===== src/rtl/core/art_pkg.sv =====
// Package for the acknowledgement range tracker.
// Holds field widths, operation codes, the controller state type and the cell control struct.
// No dependencies.
`timescale 1ns / 1ps
`default_nettype none

package art_pkg;

    localparam int PN_W            = 62;
    localparam int TIME_W          = 64;
    localparam int LR_W            = 63;
    localparam int FR_W            = 5;
    localparam int FR_MAX          = 31;
    localparam int OP_W            = 2;
    localparam int IN_TDATA_W      = 128;
    localparam int OUT_TDATA_W     = 136;
    localparam int TRACK_DEPTH_DEF = 32;
    localparam logic [1:0] PEND_SAT = 2'd2;

    typedef enum logic [OP_W-1:0] {
        OP_RX    = 2'd0,
        OP_BUILD = 2'd1,
        OP_SENT  = 2'd2,
        OP_CLEAR = 2'd3
    } t_op;

    typedef enum logic {
        ST_IDLE = 1'b0,
        ST_EXEC = 1'b1
    } t_state;

    typedef struct packed {
        logic load;
        logic insert;
        logic clear;
    } t_cell_ctl;

endpackage

`default_nettype wire


===== src/rtl/core/art_cell.sv =====
// One cell of the sorted packet number chain.
// Holds one tracked number and its valid bit and, on an insert, takes its neighbor's entry or the new number.
// Depends on art_pkg.
`timescale 1ns / 1ps
`default_nettype none

module art_cell import art_pkg::*; #(
    parameter int CELL_IDX = 0
) (
    input  wire logic            i_clk,
    input  wire logic            i_rst_n,
    input  wire t_cell_ctl       i_ctl,
    input  wire logic [PN_W-1:0] i_key,
    input  wire logic [PN_W-1:0] i_top,
    input  wire logic [PN_W-1:0] i_ins_pn,
    input  wire logic [PN_W-1:0] i_prev_num,
    input  wire logic            i_prev_valid,
    input  wire logic            i_prev_gt,
    output logic [PN_W-1:0]      o_num,
    output logic                 o_valid,
    output logic                 o_gt,
    output logic                 o_eq,
    output logic                 o_match
);

    logic [PN_W-1:0] r_num;
    logic            r_valid;
    logic            r_gt;
    logic            r_eq;
    logic            r_match;
    logic [PN_W:0]   w_sum;

    assign w_sum = {1'b0, r_num} + (PN_W+1)'(CELL_IDX);

    always_ff @(posedge i_clk) begin
        if (i_ctl.load) begin
            r_gt    <= r_valid && (r_num > i_key);
            r_eq    <= r_valid && (r_num == i_key);
            r_match <= r_valid && (w_sum == {1'b0, i_top});
        end
        if (i_ctl.insert && !r_gt) begin
            if (i_prev_gt) begin
                r_num <= i_ins_pn;
            end else begin
                r_num <= i_prev_num;
            end
        end
    end

    always_ff @(posedge i_clk) begin
        if (!i_rst_n) begin
            r_valid <= 1'b0;
        end else if (i_ctl.clear) begin
            r_valid <= 1'b0;
        end else if (i_ctl.insert && !r_gt) begin
            r_valid <= i_prev_gt ? 1'b1 : i_prev_valid;
        end
    end

    assign o_num   = r_num;
    assign o_valid = r_valid;
    assign o_gt    = r_gt;
    assign o_eq    = r_eq;
    assign o_match = r_match;

endmodule

`default_nettype wire


===== config.mk =====
export PLATFORM = sky130hd
export DESIGN_NAME = art_cell
export DESIGN_NICKNAME = d
export VERILOG_FILES = /design/src/rtl/core/art_pkg.sv /design/src/rtl/core/art_cell.sv
export SDC_FILE = /design/constraint.sdc
export NUM_CORES = 1
export LEC_CHECK = 0
export BUFFER_PORTS_ARGS = -buffer_cell sky130_fd_sc_hd__buf_2
export CAP_MARGIN = 20
export CELL_PAD_IN_SITES_DETAIL_PLACEMENT = 1
export CELL_PAD_IN_SITES_GLOBAL_PLACEMENT = 2
export CORE_ASPECT_RATIO = 0.8
export CORE_UTILIZATION = 24
export DETAILED_ROUTE_END_ITERATION = 10
export PLACE_DENSITY = 0.84
export SLEW_MARGIN = 20
export SYNTH_ARGS = -nofsm -noshare
export SYNTH_HDL_FRONTEND = slang
export SYNTH_SLANG_ARGS = --single-unit

===== constraint.sdc =====
create_clock -name i_clk -period 5.4 [get_ports i_clk]
set_input_delay 0.54 -clock i_clk [delete_from_list [all_inputs] [get_ports i_clk]]
set_output_delay 0.54 -clock i_clk [all_outputs]
set_load 0.005 [all_outputs]

### Word level (Yosys, flattened, before mapping)

Cells that the tools add are included.

| storage, ports and cells | value |
|---|---|
| input port bits | 255 |
| register bits | 66 |
| output and inout bits | 66 |

| operators by class | value |
|---|---|
| reduce and logical (&&, ||, !) cells | 6 |
| bitwise operators | 1 |
| multiplexer cells | 2 |
| magnitude comparators | 1 |
| eq/ne operators | 2 |

Operator list:

| cell | number |
|---|---|
| $eq A62 B62 Y1 | 2 |
| $gt A62 B62 Y1 | 1 |
| $mux W62 | 1 |
| $logic_and A1 B1 Y1 | 4 |
| $reduce_or A2 Y1 | 1 |
| $logic_not A1 Y1 | 1 |
| $mux W1 | 1 |
| $not A1 Y1 | 1 |

### Logic depth before layout (Yosys ltp)

Gate-level depths: netlist (run 1).

| depth | value |
|---|---|
| depth in word-level cells | 2 |
| depth in mapped cells | 8 |
| gate-level depth less buffers | 8 |

### Worst setup path after synthesis (run 1)

Ideal clock, no wire load.

| timing path | value |
|---|---|
| kind | input port to flip-flop |
| from | input i_ctl[1] (netlist name) |
| to | register r_valid (netlist: o_valid) |
| stages on the path | 2 |
| required time | 5.072 ns |
| path buffers | 0 |
| slack | 1.363 ns |
| data arrival time | 3.709 ns |
| cells stage by stage | nor2b_1 > a2111oi_0 |

| between the ends | value |
|---|---|
| cells in the longest elaborated chain, start to end | 1 |

Ends and longest elaborated chain:

| element | RTL line | text |
|---|---|---|
| start, declared | art_cell.sv:12 | `input wire t_cell_ctl i_ctl,` |
| $logic_and A1 B1 Y1 | art_cell.sv:55 | `end else if (i_ctl.insert && !r_gt) begin` |
| end signal, assigned | art_cell.sv:56 | `r_valid <= i_prev_gt ? 1'b1 : i_prev_valid;` |
| end, declared | art_cell.sv:27 | `logic r_valid;` |

Every way passes these cells.
A chain may end at the register's enable or synchronous reset.

### Worst setup path in the final report (run 1)

| timing path | value |
|---|---|
| from | register r_num[61] (netlist: o_num[61]) |
| to | register r_gt (netlist: o_gt) (data pin) |

| between the ends | value |
|---|---|
| cells in the longest elaborated chain, start to end | 2 |

Ends and longest elaborated chain:

| element | RTL line | text |
|---|---|---|
| start, declared | art_cell.sv:26 | `logic [PN_W-1:0] r_num;` |
| start signal, assigned | art_cell.sv:43 | `r_num <= i_ins_pn;` |
| start signal, assigned | art_cell.sv:45 | `r_num <= i_prev_num;` |
| $gt A62 B62 Y1 | art_cell.sv:37 | `r_gt <= r_valid && (r_num > i_key);` |
| $logic_and A1 B1 Y1 | art_cell.sv:37 |  |
| end signal, assigned | art_cell.sv:37 |  |
| end, declared | art_cell.sv:28 | `logic r_gt;` |

Every way passes these cells.

==> results of run 1 <==
[synth_stat cells, drive strengths merged, types with 2 or more instances]
cell type / number
inv: 80
edfxtp: 65
ha: 62
mux2: 62
xnor2: 36
a21oi: 31
nand2: 25
nand4: 19
xor2: 11
o21ai: 9
nor4: 8
nor2: 7
nor3: 6
buf: 5
nand3: 5
o22ai: 5
a221oi: 4
nand2b: 3
o2bb2ai: 3
a211oi: 2
a22o: 2
and4: 2
clkbuf: 2
o2111ai: 2
or4: 2
[path summary, 6_finish.rpt]
path	from	to	slack, ns	cells after the start
setup / recovery	o_num[61]	o_gt	2.80	7
hold / removal	i_ctl[0]	o_valid	0.36	2
setup reg to reg	o_num[61]	o_gt	2.80	7
hold reg to reg	o_valid	o_valid	0.54	2
[routing by layer]
metal | share of wire | GRT usage | vias to the layer above
met1 | 0.43 | 0.2308 | 2147
met5 | 0.00060 | 0 | -
met2 | 0.48 | 0.3284 | 192
li1 | - | - | 2348
met3 | 0.078 | 0.05051 | 21
met4 | 0.013 | 0.04578 | 2
[worst reg2reg max path, delay by kind of cell, from the launching register on]
kind / cells / cell delay (ns)
simple gates: 5 / 1.46
flops: 1 / 0.47
fa+ha+maj: 1 / 0.36
compound gates: 1 / 0.06
[power by group]
part	internal [uW]	leakage, uW	switching (uW)	total, uW
clock	383	0.000145	240	623
sequential	603	0.000629	36.3	639
combinational	189	0.00275	169	358
total	1170	0.00352	445	1620
[final cells by class]
cell class	count	area, um2	area share
sequential	66	1972	0.2715
inverter	80	300.3	0.04135
tap	264	330.3	0.04549
multi-input combinational	316	2736	0.3768
timing repair buffer	322	1617	0.2226
clock buffer	12	256.5	0.03532
clock inverter	4	50.05	0.006892
[state kept, by name, summed over array words and instances (netlist names)]
signal,flops
o_num,62
o_eq,1
o_gt,1
o_match,1
o_valid,1
[stage by stage]
stage | hold slack, ns | util | power, uW
after floorplan | 0.5021 | - | 814.9
after global placement | 0.5046 | 0.3453 | 1006
after detailed placement | 0.5293 | 0.3453 | 1015
after CTS | 0.3455 | 0.3605 | 1648
after global routing | 0.3547 | 0.3605 | 1709
final | 0.3621 | 0.3605 | 1620
[cells by family after synthesis]
logic type                 after synthesis  share of synthesized area
AOI/OAI and AO/OA                       65                    0.08114
xor gates and xnor gates                47                    0.08188
adders and majority gates               62                     0.1543
buffers and inverters                   87                    0.06496
DFF                                     66                     0.3922
muxes                                   62                     0.1389
and+or+nand+nor                         80                    0.08661
==> impl_metrics.tcl, run 1 <==
set metrics [dict create \
    status "complete, no violations" \
    grt_pass1_wl_um 29780 \
    power.leakage_uw 0.003523 \
    worstSetupPathType "flip-flop to flip-flop" \
    initial_core_util 0.2496 \
    cpPeakStageDelay_ns 0.59 \
    final_antenna_net_count 0 \
    fin_tns_setup_ns 0 \
    async_flop_share 0 \
    routedWlPerCell_um 18.92 \
    diodes 0 \
    report.final.slew_viol_count 0 \
    maxCapViolations 0 \
    grt_setup_unrepaired "no" \
    synth_edf_count 65 \
    synthToLayoutAreaGrowth_pct 44.45 \
    fin_ws_ns 2.798 \
    p_per_area_nw_per_um2 223.0 \
    grt_overflow 0 \
    holdBufCountCts 0 \
    cts_htree_levels 3 \
    die_width_um 163.8 \
    cts_num_sinks 66 \
    synth_top_area_share 0.3883 \
    fin_skew_ns 0.005340 \
    cp_max_fo 4 \
    crit_path_start_kind "flip-flop" \
    die_area_um2 21530 \
    root_buffer "clkbuf_16" \
    insertion_delay_ns 0.34 \
    ir_drop_uv 117.8 \
    cts_buffers 9 \
    cts_buffer_depth 2 \
    slew_headroom 0.4223 \
    final_cells 1064 \
    hpwl_um 17340 \
    worst-path-buf-inv 0 \
    critPathCaptureType "flip-flop" \
    gp_congestion 0.7753 \
    design_area_um2 7262 \
    ys_warn_count 0 \
    hold_class "input pin to flip-flop" \
    min_period_ns 2.602 \
    cts.clk_slew.worst_paths_ns 0.06 \
    track_usage 0.1896 \
    dpl.cell_count 1048 \
    core_area_um2 20140 \
    cts_resized 0 \
    ys_types 41 \
    die_h_um 131.5 \
    synth.avg_cell_area_um2 10.72 \
    critPathSlowestCell "or4_4" \
    synth_ff_type "edfxtp_1" \
    vias 4710 \
    cp_cell_sequence "ha_1 -> nand4_1 -> nor3_2 -> nand4_1 -> or4_4 -> nor2_1 -> a211oi_1" \
    ios 321 \
    arrival_ns 2.69 \
    synth_area_um2 5027 \
    fill_cells 2402 \
    fmax_mhz 384.4 \
    yosysSeqAreaShare 0.3922 \
    tightest_slew_ns 0.8647 \
    syn_inst 469 \
    antenna_found_initial 1 \
    period_share 0.4818 \
    setup_viol 0 \
    crit_required_ns 5.49 \
    grt_max_degree 64 \
    portBuffers 320 \
    drive_gt1_frac 0.5075 \
    drt-total-wl_um 20130 \
    drc 0 \
    fin_nets 1112 \
    path_common_cell "nand4_1" \
    final_common_cell "buf_2" \
    dp_slack_ns 2.639 \
    cts_setup_buffers 0 \
    synthTopCellsByArea "edfxtp_1, ha_1, mux2_2" \
    ys_seq_elements 66 \
    cts_tree "built" \
    vias_per_cell 4.427 \
    finalHoldViolCount 0 \
    syn_nets 786 \
    grt_pass1_vias 5142 \
    place_area_um2 6955 \
    final_cell_mix "buf_2, inv_1, edfxtp_1" \
    rows 46 \
    yosysTopAreaCell "edfxtp_1" \
    critPathTopFamily "simple AND/OR/NAND/NOR gates" \
    dr.pass1.iters 4 \
    drt_iter0_drc 177 \
]
(Power assumes the default switching activity.)
==> run 2: changes to the inputs <==
CORE_UTILIZATION = 22   (was 24)
PLACE_DENSITY = 0.81   (was 0.84)
clock period = 2.38 ns   (was 5.4 ns; I/O delays follow)
==> run 2 against run 1 <==
Register-to-register slack got worse by 2.7 ns. Clock-buffer cell count increased by 3. Combinational power increased to 2.5 times the previous value. Cell area increased by 4.5%. Routed wire length increased by 6.3%. Clock power increased by 110%. Critical path type unchanged. Critical path depth unchanged. Worst setup slack got worse by 2.7 ns.
==> impl_metrics.tcl, run 2 (synthesis results as in run 1) <==
set metrics [dict create \
    portBuffers 320 \
    grt_pass1_wl_um 30390 \
    root_buffer "clkbuf_16" \
    hold_class "input pin to flip-flop" \
    die_width_um 171.0 \
    drc 0 \
    min_period_ns 2.314 \
    p_clk_frac 0.354 \
    ir_drop_uv 219.7 \
    die_h_um 137.2 \
    synthToLayoutAreaGrowth_pct 50.95 \
    slew_headroom 0.6319 \
    grt_overflow 0 \
    dr.pass1.iters 4 \
    rows 49 \
    routedWlPerCell_um 18.87 \
    largest_register_ffs 62 \
    status "complete, no violations" \
    drive_gt1_frac 0.5290 \
    fin_skew_ns 0.006839 \
    p_sw_uw 1038 \
    grt_setup_unrepaired "yes" \
    crit_path_start_kind "flip-flop" \
    final_cell_mix "buf_2, inv_1, edfxtp_1" \
    maxCapViolations 0 \
    fill_cells 2696 \
    holdPathEnd "o_valid" \
    finalPower_uw 3613 \
    hp-start "i_ctl[0]" \
    initial_core_util 0.2240 \
    die_area_um2 23460 \
    track_usage 0.1814 \
    timing.rr.start "o_num[60]" \
    gp_congestion 0.7736 \
    reg2reg_slack_ns 0.07 \
    antenna_found_initial 1 \
    critPathCaptureType "flip-flop" \
    arrival_ns 2.40 \
    ios 321 \
    fin_ws_ns 0.06593 \
    drt-total-wl_um 21400 \
    grt_max_degree 35 \
    crit_required_ns 2.46 \
    core_area_um2 22440 \
    cts_num_sinks 66 \
    worstSetupPathType "flip-flop to flip-flop" \
    period_share 0.9723 \
    dp_slack_ns -0.1453 \
    vias_per_cell 4.325 \
    p_per_area_nw_per_um2 476.1 \
    diodes 0 \
    power_frac_seq 0.395 \
    drt_iter0_drc 114 \
    reg2reg_depth 7 \
    fin_nets 1140 \
    cts_htree_levels 3 \
    cts_tree "built" \
    cts_buffers 9 \
    report.final.slew_viol_count 0 \
    switching_share 0.2874 \
    fmax_mhz 432.1 \
    grt_pass1_vias 5274 \
    insertion_delay_ns 0.34 \
    tightest_slew_ns 0.5509 \
    timing.rr.end "o_gt" \
    final_common_cell "buf_2" \
    cts.clk_slew.worst_paths_ns 0.06 \
    final_antenna_net_count 0 \
    setup_viol 0 \
    vias 4904 \
    finalHoldViolCount 0 \
    whs_path_depth 2 \
    power.leakage_uw 0.003655 \
    p_int_uw 2574 \
    combinationalPowerShare 0.251 \
    cts_buffer_depth 2 \
    hpwl_um 18500 \
    cp_max_fo 2 \
]
-- run 2: changes by cell type in the layout (fill, tap and decap cells not counted), sizes merged --
cell / before / now
buf: 322 / 350
clkbuf: 12 / 15
clkinvlp: 2 / 0
bufinv: 1 / 0
-- run 2: repair_timing --
action	4_1_cts	5_1_grt
setup endpoints to repair	3	2
buffers inserted	1	3
resized for setup	3	6
pin swaps	3	11
hold buffers	0	0
endpoints found under the hold margin	0	0
-- run 2: cell type report --
cell class,instances,area [um2],area share
multi-input combinational,316,2804,0.3695
sequential,66,1972,0.2599
timing repair buffer,350,1867,0.2460
tap,306,382.9,0.05045
inverter,80,300.3,0.03957
clock buffer,15,257.7,0.03397
clock inverter,1,5.005,0.0006595
-- run 2: routing by layer --
layer / part of all wire / wire (um) / vias up / track usage
li1: - / - / 2408 / -
met5: 0.00089 / 19 / - / 0
met4: 0.015 / 326 / 2 / 0.04911
met2: 0.48 / 10230 / 202 / 0.3218
met1: 0.43 / 9140 / 2271 / 0.2113
met3: 0.079 / 1687 / 21 / 0.05544
-- run 2: worst max-delay path by stage --
stage,cells past startpoint,slack (ns),end,startpoint
after floorplan,7,0.14,o_gt,o_num[61]
after global placement,6,-0.05,o_match,o_num[3]
after detailed placement,7,-0.15,o_gt,o_num[53]
after CTS,7,0.004,o_gt,o_num[53]
after global routing,8,-0.07,o_gt,o_num[61]
final,7,0.07,o_gt,o_num[60]
-- run 2: power groups by stage --
| stage | logic, uW | registers (uW) | clock network (uW) |
|---|---|---|---|
| after global placement | 890 | 1450 | 0 |
| after CTS | 915 | 1430 | 1320 |
| after detailed placement | 904 | 1460 | 0 |
| after floorplan | 397 | 1450 | 0 |
| final | 906 | 1430 | 1280 |
| after global routing | 1010 | 1440 | 1360 |
-- run 2: metrics by stage --
stage / instances / hold WS [ns] / setup TNS (ns) / instance area, um2 / util
after global routing: 1134 / 0.05332 / -0.06685 / 7589 / 0.3382
after global placement: 1114 / 0.4097 / -0.05061 / 7228 / 0.3221
final: 1134 / 0.06492 / 0 / 7589 / 0.3382
after CTS: 1131 / 0.04840 / 0 / 7516 / 0.3350
after floorplan: 469 / 0.3211 / 0 / 5035 / -
after detailed placement: 1114 / 0.4114 / -0.2428 / 7228 / 0.3221
-- run 2: worst max-delay path, stage by stage, from the launching register on --
cell and delay [ns]:
edfxtp_1 0.42, ha_4 0.29, nand4_1 0.15, nor3_2 0.25
nand4_1 0.21, or4_4 0.60, nor2_4 0.10, a211oi_2 0.04
==> run 3: changes to the inputs <==
CORE_ASPECT_RATIO = 1.4   (was 0.8)
==> run 3 against run 2 <==
Non-clock buffer count up 2. Die area is essentially flat. Critical path depth stayed put. Worst setup slack worse by 0.029 ns. Utilization shrank 0.056 points. Largest power group unchanged.
==> impl_metrics.tcl, run 3 (synthesis results as in run 1) <==
set metrics [dict create \
    die_area_um2 23470 \
    power.leakage_uw 0.003666 \
    cp_max_fo 2 \
    period_share 0.9844 \
    finalHoldViolCount 0 \
    grt_pass1_vias 5459 \
    insertion_delay_ns 0.34 \
    vias_per_cell 4.290 \
    initial_core_util 0.2240 \
    critPathTopFamily "simple AND/OR/NAND/NOR gates" \
    seqCellArea_um2 1972 \
    fin_ws_ns 0.03712 \
    grt_pass1_wl_um 30460 \
    cp_cell_sequence "ha_1 -> nand4_1 -> nor3_2 -> nand4_1 -> or4_4 -> nor2_2 -> a211oi_1" \
    ir_drop_uv 310.8 \
    die_h_um 180.9 \
    vias 4873 \
    min_period_ns 2.343 \
    holdBufCountCts 0 \
    portBuffers 320 \
    final_cell_mix "buf_2, inv_1, edfxtp_1" \
    core_area_um2 22450 \
    track_usage 0.1816 \
    cts_tree "built" \
    worst-path-buf-inv 0 \
    tightest_slew_ns 0.4913 \
    dp_slack_ns -0.1908 \
    report.final.slew_viol_count 0 \
    grt_setup_unrepaired "yes" \
    worstSetupPathType "flip-flop to flip-flop" \
    cpPeakStageDelay_ns 0.61 \
    ios 321 \
    crit_required_ns 2.47 \
    fmax_mhz 426.8 \
    multi_input_area_um2 2775 \
    cts_num_sinks 66 \
    final_common_cell "buf_2" \
    gp_congestion 0.7574 \
    critPathCaptureType "flip-flop" \
    finalPower_uw 3614 \
    grt_max_degree 64 \
    final_antenna_net_count 0 \
    place_area_um2 7207 \
    drt-total-wl_um 21190 \
    crit_path_start_kind "flip-flop" \
    fill_cells 2719 \
    slew_headroom 0.6701 \
    setup_viol 0 \
    fin_skew_ns 0.008303 \
    grt_overflow 0 \
    hold_class "input pin to flip-flop" \
    largest_register_ffs 62 \
    root_buffer "clkbuf_16" \
    antenna_found_initial 6 \
    cts_buffers 9 \
    rows 65 \
    drt_iter0_drc 94 \
    fin_nets 1142 \
    hpwl_um 18330 \
    status "complete, no violations" \
    dpl.cell_count 1109 \
    path_common_cell "nand4_1" \
    synthToLayoutAreaGrowth_pct 50.75 \
    cts_htree_levels 3 \
    arrival_ns 2.43 \
    critPathSlowestCell "or4_4" \
    routedWlPerCell_um 18.65 \
    design_area_um2 7579 \
    p_per_area_nw_per_um2 476.8 \
    drc 0 \
    die_width_um 129.8 \
    maxCapViolations 0 \
    cts_buffer_depth 2 \
    cts.clk_slew.worst_paths_ns 0.06 \
    final_cells 1136 \
    drive_gt1_frac 0.5265 \
    dr.pass1.iters 4 \
    final_core_util 0.3376 \
]
-- run 3: timing repair --
item,in CTS,in global routing
endpoints found under the setup margin,2,1
gates resized for setup,2,4
pin swaps,5,7
setup buffers,2,4
-- run 3: layout make-up --
type,instances,area share
Antenna cell,5,0.001651
Tap cell,301,0.04969
Sequential cell,66,0.2602
Timing Repair Buffer,352,0.2468
Inverter,80,0.03962
Multi-Input combinational cell,316,0.3662
Clock buffer,16,0.03583
-- run 3: metal layers --
layer  wire (um)  GRT usage  vias up
met5          12          0        -
met1        7863     0.1833     2243
li1            -          -     2413
met4         418    0.06326        2
met2       11540     0.3480      193
met3        1356    0.04856       22
-- run 3: worst paths after layout --
kind,startpoint,end,slack [ns],cells after the start
worst max-delay path,o_num[58],o_gt,0.04,7
worst min-delay path,i_ctl[0],o_valid,0.09,2
worst max register to register,o_num[58],o_gt,0.04,7
worst min register to register,o_valid,o_valid,0.55,2
-- run 3: report_power, final --
group	internal, uW	switching (uW)	total, uW	leakage [uW]
clock network	767	533	1300	0.000131
registers	1370	59.9	1430	0.000628
logic	465	423	888	0.00291
-- run 3: worst reg2reg max path, cell delays in order, from the launching register on --
cell and delay [ns]:
edfxtp_1 0.41, ha_1 0.31, nand4_1 0.15, nor3_2 0.25
nand4_1 0.22, or4_4 0.61, nor2_2 0.09, a211oi_1 0.05
-- run 3: metrics by stage --
stage | hold WS (ns) | TNS, ns
CTS | 0.06788 | 0
finish | 0.09400 | 0
global route | 0.08118 | -0.1433
detailed placement | 0.4370 | -0.2586
floorplan | 0.3211 | 0
global placement | 0.4393 | -0.03698
